### config.mk
export PLATFORM = sky130hd
export DESIGN_NAME = odd_even_transposition_sorter_flat
export DESIGN_NICKNAME = d
export VERILOG_FILES = /design/src/rtl/oets_pkg.sv /design/src/rtl/oets_in_if.sv /design/src/rtl/oets_out_if.sv /design/src/rtl/odd_even_transposition_sorter.sv /design/src/rtl/oets_cell.sv /design/src/flat_wrapper.sv
export VERILOG_INCLUDE_DIRS = /design/src /design/src/rtl
export SDC_FILE = /design/constraint.sdc
export NUM_CORES = 2
export LEC_CHECK = 0
export ABC_AREA = 1
export BUFFER_PORTS_ARGS = -buffer_cell sky130_fd_sc_hd__clkbuf_2
export CORE_MARGIN = 4
export CORE_UTILIZATION = 33
export DETAILED_ROUTE_END_ITERATION = 8
export PLACE_DENSITY = 0.52
export SLEW_MARGIN = 5
export SYNTH_ARGS = -nofsm -noshare
export SYNTH_HDL_FRONTEND = slang
export SYNTH_SLANG_ARGS = --single-unit
### constraint.sdc
create_clock -name clk -period 4.7 [get_ports clk]
set_clock_uncertainty 0.2 [all_clocks]
set_input_delay 0.47 -clock clk [delete_from_list [all_inputs] [get_ports clk]]
set_output_delay 0.47 -clock clk [all_outputs]
set_load 0.01 [all_outputs]
### src/rtl/odd_even_transposition_sorter_defines.svh
// Assertion macros for the odd-even transposition sorter.
`ifndef ODD_EVEN_TRANSPOSITION_SORTER_DEFINES_SVH
`define ODD_EVEN_TRANSPOSITION_SORTER_DEFINES_SVH

`ifndef NO_ASSERTIONS
// Same-cycle implication, checked out of reset.
`define OETS_ASSERT_NOW(label, clk, rst_n, ante, cons, msg) \
    label: assert property (@(posedge clk) disable iff (!rst_n) (ante) |-> (cons)) \
        else $error(msg);
// Next-cycle implication, checked out of reset.
`define OETS_ASSERT_NEXT(label, clk, rst_n, ante, cons, msg) \
    label: assert property (@(posedge clk) disable iff (!rst_n) (ante) |=> (cons)) \
        else $error(msg);
`else
`define OETS_ASSERT_NOW(label, clk, rst_n, ante, cons, msg)
`define OETS_ASSERT_NEXT(label, clk, rst_n, ante, cons, msg)
`endif

`endif

### src/rtl/oets_pkg.sv
// Shared types and constants of the odd-even transposition sorter.
package oets_pkg;

    localparam int DATA_W = 32;

    typedef logic signed [DATA_W-1:0] data_t;

    typedef enum logic [1:0] {
        ST_LOAD,
        ST_SORT,
        ST_EMIT
    } state_t;

    typedef enum logic [1:0] {
        CELL_HOLD,
        CELL_LOAD,
        CELL_SORT,
        CELL_SHIFT
    } cell_op_t;

    typedef struct packed {
        cell_op_t op;
        logic     odd_phase;
    } cell_ctrl_t;

endpackage

### src/rtl/oets_in_if.sv
// Input channel: one list element per transaction.
interface oets_in_if;
    logic                valid;
    logic                ready;
    oets_pkg::data_t     value;
    logic                final_item;

    modport source (output valid, output value, output final_item, input ready);
    modport sink   (input valid, input value, input final_item, output ready);
endinterface

### src/rtl/oets_out_if.sv
// Output channel: one sorted element per transaction.
interface oets_out_if;
    logic                valid;
    logic                ready;
    oets_pkg::data_t     sorted_value;
    logic                end_of_list;
    logic                overflowed;

    modport source (output valid, output sorted_value, output end_of_list,
                    output overflowed, input ready);
    modport sink   (input valid, input sorted_value, input end_of_list,
                    input overflowed, output ready);
endinterface

### src/rtl/odd_even_transposition_sorter.sv
// Top level of the odd-even transposition sorter: control and the cell chain.
//
// Channel   Modport  Payload                                   Moves
// items     sink     value, final_item                         one element
// results   source   sorted_value, end_of_list, overflowed     one sorted element
//
// Elements are loaded only in the load state; items is ready only while loading.
// After the final element the chain runs N compare-exchange phases (N = stored count).
// Results leave from cell 0 at one per cycle while results.ready is high; the
// chain shifts towards cell 0 on each transaction.
// Reset clears control state only; no clearing pass is needed.
// A stall on results holds the chain; no new list is taken until the last result goes.
`include "odd_even_transposition_sorter_defines.svh"

module odd_even_transposition_sorter #(
    parameter int MAX_ITEMS = 32
) (
    input  logic        clk,
    input  logic        rst_n,
    oets_in_if.sink     items,
    oets_out_if.source  results
);

    localparam int CW = $clog2(MAX_ITEMS + 1);

    oets_pkg::state_t     state_reg;
    oets_pkg::state_t     state_next;
    logic [CW-1:0]        count_reg;
    logic [CW-1:0]        count_next;
    logic [CW-1:0]        phase_reg;
    logic [CW-1:0]        phase_next;
    logic                 dropped_reg;
    logic                 dropped_next;
    logic                 in_fire;
    logic                 out_fire;
    logic                 full;
    logic                 last_phase;
    oets_pkg::cell_ctrl_t ctrl;
    oets_pkg::data_t      cell_value [MAX_ITEMS];

    assign in_fire    = items.valid && items.ready;
    assign out_fire   = results.valid && results.ready;
    assign full       = (count_reg == CW'(MAX_ITEMS));
    assign last_phase = (phase_reg == (count_reg - CW'(1)));

    // next state
    always_comb
    begin
        state_next = state_reg;
        case (state_reg)
            oets_pkg::ST_LOAD:
            begin
                if (in_fire && items.final_item)
                begin
                    state_next = oets_pkg::ST_SORT;
                end
            end
            oets_pkg::ST_SORT:
            begin
                if (last_phase)
                begin
                    state_next = oets_pkg::ST_EMIT;
                end
            end
            oets_pkg::ST_EMIT:
            begin
                if (out_fire && results.end_of_list)
                begin
                    state_next = oets_pkg::ST_LOAD;
                end
            end
            default:
            begin
                state_next = oets_pkg::ST_LOAD;
            end
        endcase
    end

    // outputs and cell commands
    always_comb
    begin
        items.ready    = 1'b0;
        results.valid  = 1'b0;
        ctrl.op        = oets_pkg::CELL_HOLD;
        ctrl.odd_phase = phase_reg[0];
        case (state_reg)
            oets_pkg::ST_LOAD:
            begin
                items.ready = 1'b1;
                if (items.valid && !full)
                begin
                    ctrl.op = oets_pkg::CELL_LOAD;
                end
            end
            oets_pkg::ST_SORT:
            begin
                ctrl.op = oets_pkg::CELL_SORT;
            end
            oets_pkg::ST_EMIT:
            begin
                results.valid = 1'b1;
                if (results.ready)
                begin
                    ctrl.op = oets_pkg::CELL_SHIFT;
                end
            end
            default:
            begin
                ctrl.op = oets_pkg::CELL_HOLD;
            end
        endcase
    end

    assign results.sorted_value = cell_value[0];
    assign results.end_of_list  = (count_reg == CW'(1));
    assign results.overflowed   = dropped_reg;

    // counters and the overflow mark
    always_comb
    begin
        count_next   = count_reg;
        phase_next   = phase_reg;
        dropped_next = dropped_reg;
        if (in_fire)
        begin
            if (full)
            begin
                dropped_next = 1'b1;
            end
            else
            begin
                count_next = count_reg + CW'(1);
            end
        end
        if (state_reg == oets_pkg::ST_SORT)
        begin
            phase_next = last_phase ? '0 : (phase_reg + CW'(1));
        end
        if (out_fire)
        begin
            count_next = count_reg - CW'(1);
            if (results.end_of_list)
            begin
                dropped_next = 1'b0;
            end
        end
    end

    always_ff @(posedge clk or negedge rst_n)
    begin
        if (!rst_n)
        begin
            state_reg   <= oets_pkg::ST_LOAD;
            count_reg   <= '0;
            phase_reg   <= '0;
            dropped_reg <= 1'b0;
        end
        else
        begin
            state_reg   <= state_next;
            count_reg   <= count_next;
            phase_reg   <= phase_next;
            dropped_reg <= dropped_next;
        end
    end

    genvar i;
    generate
        for (i = 0; i < MAX_ITEMS; i++)
        begin : g_cell
            oets_pkg::data_t left_value;
            oets_pkg::data_t right_value;
            if (i == 0)
            begin : g_first
                assign left_value = cell_value[i];
            end
            else
            begin : g_inner_left
                assign left_value = cell_value[i-1];
            end
            if (i == MAX_ITEMS - 1)
            begin : g_last
                assign right_value = cell_value[i];
            end
            else
            begin : g_inner_right
                assign right_value = cell_value[i+1];
            end
            oets_cell #(
                .IDX (i),
                .CW  (CW)
            ) u_cell (
                .clk        (clk),
                .ctrl       (ctrl),
                .count      (count_reg),
                .load_value (items.value),
                .left       (left_value),
                .right      (right_value),
                .value      (cell_value[i])
            );
        end
    endgenerate

    `OETS_ASSERT_NOW(a_emit_nonempty, clk, rst_n, results.valid, count_reg != '0, "result offered from an empty chain")
    `OETS_ASSERT_NEXT(a_final_starts_sort, clk, rst_n, in_fire && items.final_item, (state_reg == oets_pkg::ST_SORT) && (phase_reg == '0), "final element did not start the sort")
    `OETS_ASSERT_NEXT(a_list_closed, clk, rst_n, out_fire && results.end_of_list, (state_reg == oets_pkg::ST_LOAD) && (count_reg == '0) && !dropped_reg, "list not cleared after last result")
    `OETS_ASSERT_NOW(a_phase_bound, clk, rst_n, state_reg == oets_pkg::ST_SORT, phase_reg < count_reg, "phase ran past the stored count")

endmodule

### src/rtl/oets_cell.sv
// One storage cell of the transposition chain with its compare-exchange.
module oets_cell #(
    parameter int IDX = 0,
    parameter int CW  = 6
) (
    input  logic                clk,
    input  oets_pkg::cell_ctrl_t ctrl,
    input  logic [CW-1:0]       count,
    input  oets_pkg::data_t     load_value,
    input  oets_pkg::data_t     left,
    input  oets_pkg::data_t     right,
    output oets_pkg::data_t     value
);

    localparam logic IDX_ODD  = (IDX % 2) != 0;
    localparam logic HAS_LEFT = IDX > 0;

    oets_pkg::data_t value_reg;
    oets_pkg::data_t value_next;
    logic            low_side;
    logic            low_pair;
    logic            high_pair;

    always_comb
    begin
        low_side   = (ctrl.odd_phase == IDX_ODD);
        low_pair   = low_side && (CW'(IDX + 1) < count);
        high_pair  = !low_side && HAS_LEFT && (CW'(IDX) < count);
        value_next = value_reg;
        case (ctrl.op)
            oets_pkg::CELL_LOAD:
            begin
                if (count == CW'(IDX))
                begin
                    value_next = load_value;
                end
            end
            oets_pkg::CELL_SORT:
            begin
                // low end of a pair keeps the minimum, high end the maximum
                if (low_pair && (value_reg > right))
                begin
                    value_next = right;
                end
                else if (high_pair && (left > value_reg))
                begin
                    value_next = left;
                end
            end
            oets_pkg::CELL_SHIFT:
            begin
                value_next = right;
            end
            default:
            begin
                value_next = value_reg;
            end
        endcase
    end

    always_ff @(posedge clk)
    begin
        value_reg <= value_next;
    end

    assign value = value_reg;

endmodule

### src/flat_wrapper.sv
// flat-port wrapper written by rule: the top's interface ports become plain ports
module odd_even_transposition_sorter_flat 
#(
    parameter int MAX_ITEMS = 32
)
  (clk, rst_n, items_valid, items_value, items_final_item, items_ready, results_valid, results_sorted_value, results_end_of_list, results_overflowed, results_ready);
  oets_in_if items_i ();
  oets_out_if results_i ();
  input  logic clk;
  input  logic rst_n;
  input wire logic [$bits(items_i.valid)-1:0] items_valid;
  input wire logic [$bits(items_i.value)-1:0] items_value;
  input wire logic [$bits(items_i.final_item)-1:0] items_final_item;
  output wire logic [$bits(items_i.ready)-1:0] items_ready;
  output wire logic [$bits(results_i.valid)-1:0] results_valid;
  output wire logic [$bits(results_i.sorted_value)-1:0] results_sorted_value;
  output wire logic [$bits(results_i.end_of_list)-1:0] results_end_of_list;
  output wire logic [$bits(results_i.overflowed)-1:0] results_overflowed;
  input wire logic [$bits(results_i.ready)-1:0] results_ready;
  assign items_i.valid = items_valid;
  assign items_i.value = items_value;
  assign items_i.final_item = items_final_item;
  assign items_ready = items_i.ready;
  assign results_valid = results_i.valid;
  assign results_sorted_value = results_i.sorted_value;
  assign results_end_of_list = results_i.end_of_list;
  assign results_overflowed = results_i.overflowed;
  assign results_i.ready = results_ready;
  odd_even_transposition_sorter #(.MAX_ITEMS(MAX_ITEMS)) u_core (.clk(clk), .rst_n(rst_n), .items(items_i), .results(results_i));
endmodule
After elaboration in Yosys (flattened, before gate mapping)
Cells that the tools add are included. Widths: inputs -> output; s select.

Bits in registers: 1039. Latch bits: 0. Bits in writable memories: 0. Bits in read-only memories: 0. Output and inout bits: 36. Logic and storage cells: 497. Memories kept: 0.

Add/sub/neg operators: 3. Multipliers: 0. Divide/modulo/power cells: 0. $lt $le $gt $ge: 64. Equal/unequal tests: 107. Shift operators: 0. Multiplexer cells: 144. Bitwise gates (word level): 1. Reduce and logical (&&, ||, !) cells: 142.

Operators by type and width (number): $mux 32 (95); $pmux 32 s3 (31); $gt 32x32->1 (32); $logic_and 1x1->1 (101); $eq 6x5->1 const B (16); $lt 5x6->1 const A (16); $reduce_and 3->1 (32); $ne 3x3->1 const B (30); $ne 2x2->1 const B (34); $pmux 32 s2 (1); $eq 6x4->1 const B (8); $lt 4x6->1 const A (8); $eq 6x3->1 const B (4); $lt 3x6->1 const A (4); $mux 6 (4); $add 6x1->6 const B (2); $eq 6x2->1 const B (2); $lt 2x6->1 const A (2); $pmux 2 s3 (2); $ne 2x1->1 const B (5); $mux 2 (4); $mux 1 (7); $eq 2x2->1 const B (3); $eq 6x1->1 const B (1); 14 further kinds (17).

Logic depth before layout (Yosys ltp)
Depth after elaboration: 8. Depth in mapped cells: 20. Gate-level depth less buffers: 20.

Cells and area by module
From an unflattened synthesis, not the netlist that was laid out.

Cells, all modules: 18383. Area, all modules: 125429.0 um^2.

By module, submodules not included: oets_cell at u_core.g_cell[25].u_cell ... (instances 2, cells each 579, area each 3897.5 um^2); oets_cell at u_core.g_cell[8].u_cell (instances 1, cells each 580, area each 4087.7 um^2); oets_cell at u_core.g_cell[20].u_cell (instances 1, cells each 579, area each 4085.2 um^2); oets_cell at u_core.g_cell[17].u_cell (instances 1, cells each 579, area each 4061.4 um^2); oets_cell at u_core.g_cell[9].u_cell (instances 1, cells each 571, area each 4042.6 um^2); oets_cell at u_core.g_cell[19].u_cell (instances 1, cells each 571, area each 4028.9 um^2); oets_cell at u_core.g_cell[18].u_cell (instances 1, cells each 612, area each 4023.9 um^2); oets_cell at u_core.g_cell[26].u_cell (instances 1, cells each 615, area each 4022.6 um^2); oets_cell at u_core.g_cell[30].u_cell (instances 1, cells each 567, area each 4012.6 um^2); oets_cell at u_core.g_cell[22].u_cell (instances 1, cells each 609, area each 4005.1 um^2); oets_cell at u_core.g_cell[13].u_cell (instances 1, cells each 567, area each 3997.6 um^2); oets_cell at u_core.g_cell[2].u_cell (instances 1, cells each 603, area each 3982.6 um^2); oets_cell at u_core.g_cell[23].u_cell (instances 1, cells each 570, area each 3981.3 um^2); oets_cell at u_core.g_cell[15].u_cell (instances 1, cells each 575, area each 3972.6 um^2); +18 rows.

Least setup slack after synthesis
Ideal clock, no wire load.

Path type: register to register. From: register u_core.count_reg[0]. To: register u_core.g_cell[0].u_cell.value_reg[0] (enable). Arrival time: 3.181 ns. Required time: 4.068 ns. Path slack: 0.888 ns. Stages on the path, launching flop included: 11. Buffers on the path: 1. Cell sequence: dfrtp_1 clkinv_1 ha_1 clkbuf_1 inv_1 nor2_1 nand3_1 inv_1 nor2_1 a21oi_1 a21oi_1.

Word-level cells in the longest chain between the ends: 8. Elaborated cells between the ends (all ways): 16. Classes of those cells: order compare (1); eq/ne (6); mux (2); reduce/logical (7).

RTL lines: start, declared (RTL line odd_even_transposition_sorter.sv:28) `logic [CW-1:0] count_reg;`; start signal, assigned (RTL line odd_even_transposition_sorter.sv:161) `count_reg <= count_next;`; $eq 6x6->1 (RTL line odd_even_transposition_sorter.sv:43) `assign full = (count_reg == CW'(MAX_ITEMS));`; $logic_not 1->1 (RTL line odd_even_transposition_sorter.sv:90) `if (items.valid && !full)`; $logic_and 1x1->1 (RTL line odd_even_transposition_sorter.sv:90); $mux 1 (RTL line odd_even_transposition_sorter.sv:90); $pmux 2 s3 (RTL line odd_even_transposition_sorter.sv:86) `case (state_reg)`; $eq 2x2->1 or $eq 2x1->1 (tied branches) (RTL line oets_cell.sv:30) `case (ctrl.op)`; $ne 2x2->1 (no line) or $reduce_bool 3->1 (tied branches); $reduce_and 3->1 (no line) (*); end signal, assigned (RTL line oets_cell.sv:63) `value_reg <= value_next;`; end, declared (RTL line oets_cell.sv:18) `oets_pkg::data_t value_reg;`.

Mark *: on every way between the ends. The rest lies on a longest branch, timed or not. A chain may end at the register's enable or synchronous reset.

Final worst setup path
From: register u_core.count_reg[0]. To: register u_core.g_cell[12].u_cell.value_reg[20] (enable).

Word-level cells in the longest chain between the ends: 8. Elaborated cells between the ends (all ways): 19. Classes of those cells: order compare (2); eq/ne (7); mux (2); reduce/logical (8).

RTL lines (RTL line): $eq 6x6->1 (odd_even_transposition_sorter.sv:43); $logic_not 1->1 (odd_even_transposition_sorter.sv:90); $logic_and 1x1->1 (odd_even_transposition_sorter.sv:90); $mux 1 (odd_even_transposition_sorter.sv:90); $pmux 2 s3 (odd_even_transposition_sorter.sv:86); $eq 2x2->1 or $eq 2x1->1 (tied branches) (oets_cell.sv:30); $ne 3x3->1 (no line), or another cell as far along; $reduce_and 3->1 (no line) (*); end signal, assigned (oets_cell.sv:63); end, declared (oets_cell.sv:18).

Marked as above.

==> summary.md <==
| Metric | Value |
|---|---|
| Worst-path clk slew | `60 ps` |
| Total wire length | `368000 um` |
| Maximum fanout along the worst path | `32` |
| Worst path slowest cell | `o21ai_0` |
| Startpoint types | `flip-flop` |
| Later-pin clock latency in the skew report | `830 ps` |
| Pre-Repair DR Iteration Count | `8` |
| Final setup vio count | `0` |
| Post-cts sizing count | `0` |
| Gr usage total | `0.267` |
| Fin worst setup slack | `423 ps` |
| Yosys reg bits | `1039` |
| Synth cell types | `48` |
| Final Hold Viols | `0` |
| Routed Antenna Nets | `0` |
| Cts bufs inserted | `144` |
| Per-cell routed wire length | `25.3 um` |
| Reg-to-reg critical path startpoint | `u_core.count_reg[0]` |
| Delay of the slowest critical-path stage | `800 ps` |
| Vias in the first global route | `82000` |
| Crit path DAT | `4520 ps` |
| Worst-case reg-to-reg path depth | `12` |
| Post-CTS Hold Buffers | `35` |
| Syn_area_per_cell | `7.58 um^2` |
| CP Capture Type | `flip-flop` |
| Gpl congestion | `0.937` |
| Vias per Instance | `5.79` |
| DR iter-0 viols | `9771` |
| Worst slew margin | `0.160` |
| Most frequent cells in the layout | `nand2_1, a21oi_1, inv_1` |
| Pin count of the biggest net entering global routing | `205` |
| Worst Tran Pin Value | `1260 ps` |
| Post-Place Setup Slack | `515 ps` |
| Post CTS Setup Buffer Count | `0` |
| Worst-case clock buffer depth | `3` |
| Failing checks | `DRC` |
| Commonest non-fill, non-tap cell in the layout | `nand2_1` |
| Adder-Cell Fraction of Synth Area | `0.146` |
| Worst Path Buf+Inv | `6` |
| First-pass GRT wire length | `541000 um` |
| Core region area | `257000 um^2` |
| Required @ worst endpoint | `4950 ps` |
| Row cnt | `186` |
| Setup TNS Final | `0 ps` |
| Max reg flops | `1024` |
| Die ar. | `266000 um^2` |
| Unrepaired setup endpoints after global routing | `false` |
| Nets | `12100` |
| Finished Core Util | `0.366` |
| Most Frequent Cell on Critical Path | `inv_1` |
| Fmax | `0.234 GHz` |
| Async SR Flop Fraction | `0.0144` |
| Tcrit/Tclk final | `0.910` |
| Syn_nets | `12300` |
| Initial antenna violation count | `6` |
| Max Slew Vio Count | `0` |
| Initial Utilization | `0.332` |
| Clock sinks | `1039` |
| CTS root buf | `clkbuf_16` |
| Multiplexer area fraction after synthesis | `0` |
| Synth Area in Simple Gates | `0.291` |
| Worst r2r dst | `u_core.g_cell[12].u_cell.value[20]` |
| Post-Syn Instances | `11200` |
| Dpl hpwl | `270000 um` |
| Fin crit period | `4280 ps` |
| Most used DFF post-synth | `edfxtp_1` |
| # IOs | `73` |
| Drt drc | `2` |
| Post-synthesis compound-gate area fraction | `0.107` |
| Worst Hold Class | `in2async` |
| CTS tree | `done` |
| Area growth syn-to-layout | `10.3%` |
| Max-cap check violation count | `0` |
| Die H | `516 um` |
| Yosys warns | `0` |
| R2R setup slack | `420 ps` |
| Post-synth EDFFs | `1024` |
| Crit Path Category | `reg2reg` |
| Die Wd | `516 um` |
| Main combinational cell family by area after synthesis | `simple AND/OR/NAND/NOR gates` |
| Mapped Area | `85200 um^2` |
| Crit path max-delay family | `buffers and inverters` |
| H-tree depth | `4` |
| Seq/Total Area, Yosys | `0.365` |
| Routed via count | `84200` |
| Outcome | `complete, but fails checks` |
| I/O Buffers | `72` |
| Xor/xnor share of the synthesized area | `0.000925` |
| Layout cells sized above 1 | `0.0539` |
| Grt total ovfl | `0` |
| Worst-path cell chain | `clkinv_1 > ha_1 > inv_1 > nor2_1 > nand3_1 > inv_1 > nor2_1 > inv_1 > o21ai_0 > nand2_1 > inv_1 > buf_4` |
## worst register-to-register path: stages (launching register included)
cell and delay [ps]:
dfrtp_1 480, clkinv_1 320, ha_1 440, inv_1 150
nor2_1 90, nand3_1 80, inv_1 60, nor2_1 110
inv_1 490, o21ai_0 810, nand2_1 130, inv_1 70
buf_4 430
## how the worst max path moves through the flow
stage | start | end | cells after the start
detailed placement | u_core.count_reg[0] | u_core.g_cell[12].u_cell.value[20] | 12
global route | u_core.count_reg[1] | u_core.g_cell[11].u_cell.value[24] | 12
floorplan | u_core.count_reg[0] | u_core.g_cell[0].u_cell.value[0] | 10
finish | u_core.count_reg[0] | u_core.g_cell[12].u_cell.value[20] | 12
CTS | u_core.count_reg[0] | u_core.g_cell[12].u_cell.value[18] | 12
global placement | u_core.count_reg[0] | u_core.g_cell[12].u_cell.value[21] | 12
## routing by layer
layer,global-route usage,part of all wire,up-vias
met2,0.422,0.45,4007
met3,0.0480,0.082,778
met4,0.122,0.051,2
li1,-,-,38700
met1,0.354,0.42,40700
met5,0,0.000046,-
## stage by stage
| step | area (um^2) | cells | hold WS [ps] |
|---|---|---|---|
| final | 94000 | 14600 | 36.2 |
| after global routing | 94000 | 14500 | 45.4 |
| after CTS | 94000 | 14500 | 20.1 |
| after detailed placement | 89200 | 14300 | 229 |
| after global placement | 89200 | 14300 | 235 |
| after floorplan | 85200 | 11200 | -25.6 |
## Yosys cell counts (15+ instances only)
master    number  area, um^2
nor2_1       318        1190
nor4_1        26         163
buf_2        158         791
a21oi_1     1391        6960
inv_1       1299        4880
dfrtp_1       15         375
o21ai_1       17        85.1
nor3_1        55         275
ha_1         997       12500
clkbuf_1     422        1580
o21ai_0      190         951
nand3_2       25         250
o21bai_1      26         195
o21a_1        63         473
nand4_1      953        5960
edfxtp_1    1024       30700
buf_1         79         297
nand2_1     2960       11100
nand3_1     1111        5560
## kinds of logic after synthesis
group / after synthesis
AND/OR/NAND/NOR: 5480
buffers and inverters: 1980
AO/OA/AOI/OAI: 1738
flip-flops: 1039
adder cells (fa/ha/maj): 997
XOR/XNOR: 9
## layout make-up
type / count / area (um^2)
repair buffers: 328 / 2460
fillers: 27100 / 163000
diodes: 3 / 7.51
well taps: 3384 / 4230
clock inverters: 73 / 589
clock buffers: 186 / 3870
multi-input cells: 8224 / 46800
inverters: 1314 / 4940
flip-flops and latches: 1039 / 31100
Power is left out: the tool's default activity adds up to more than one toggle a clock period on the data nets, which glitch-free logic cannot reach.
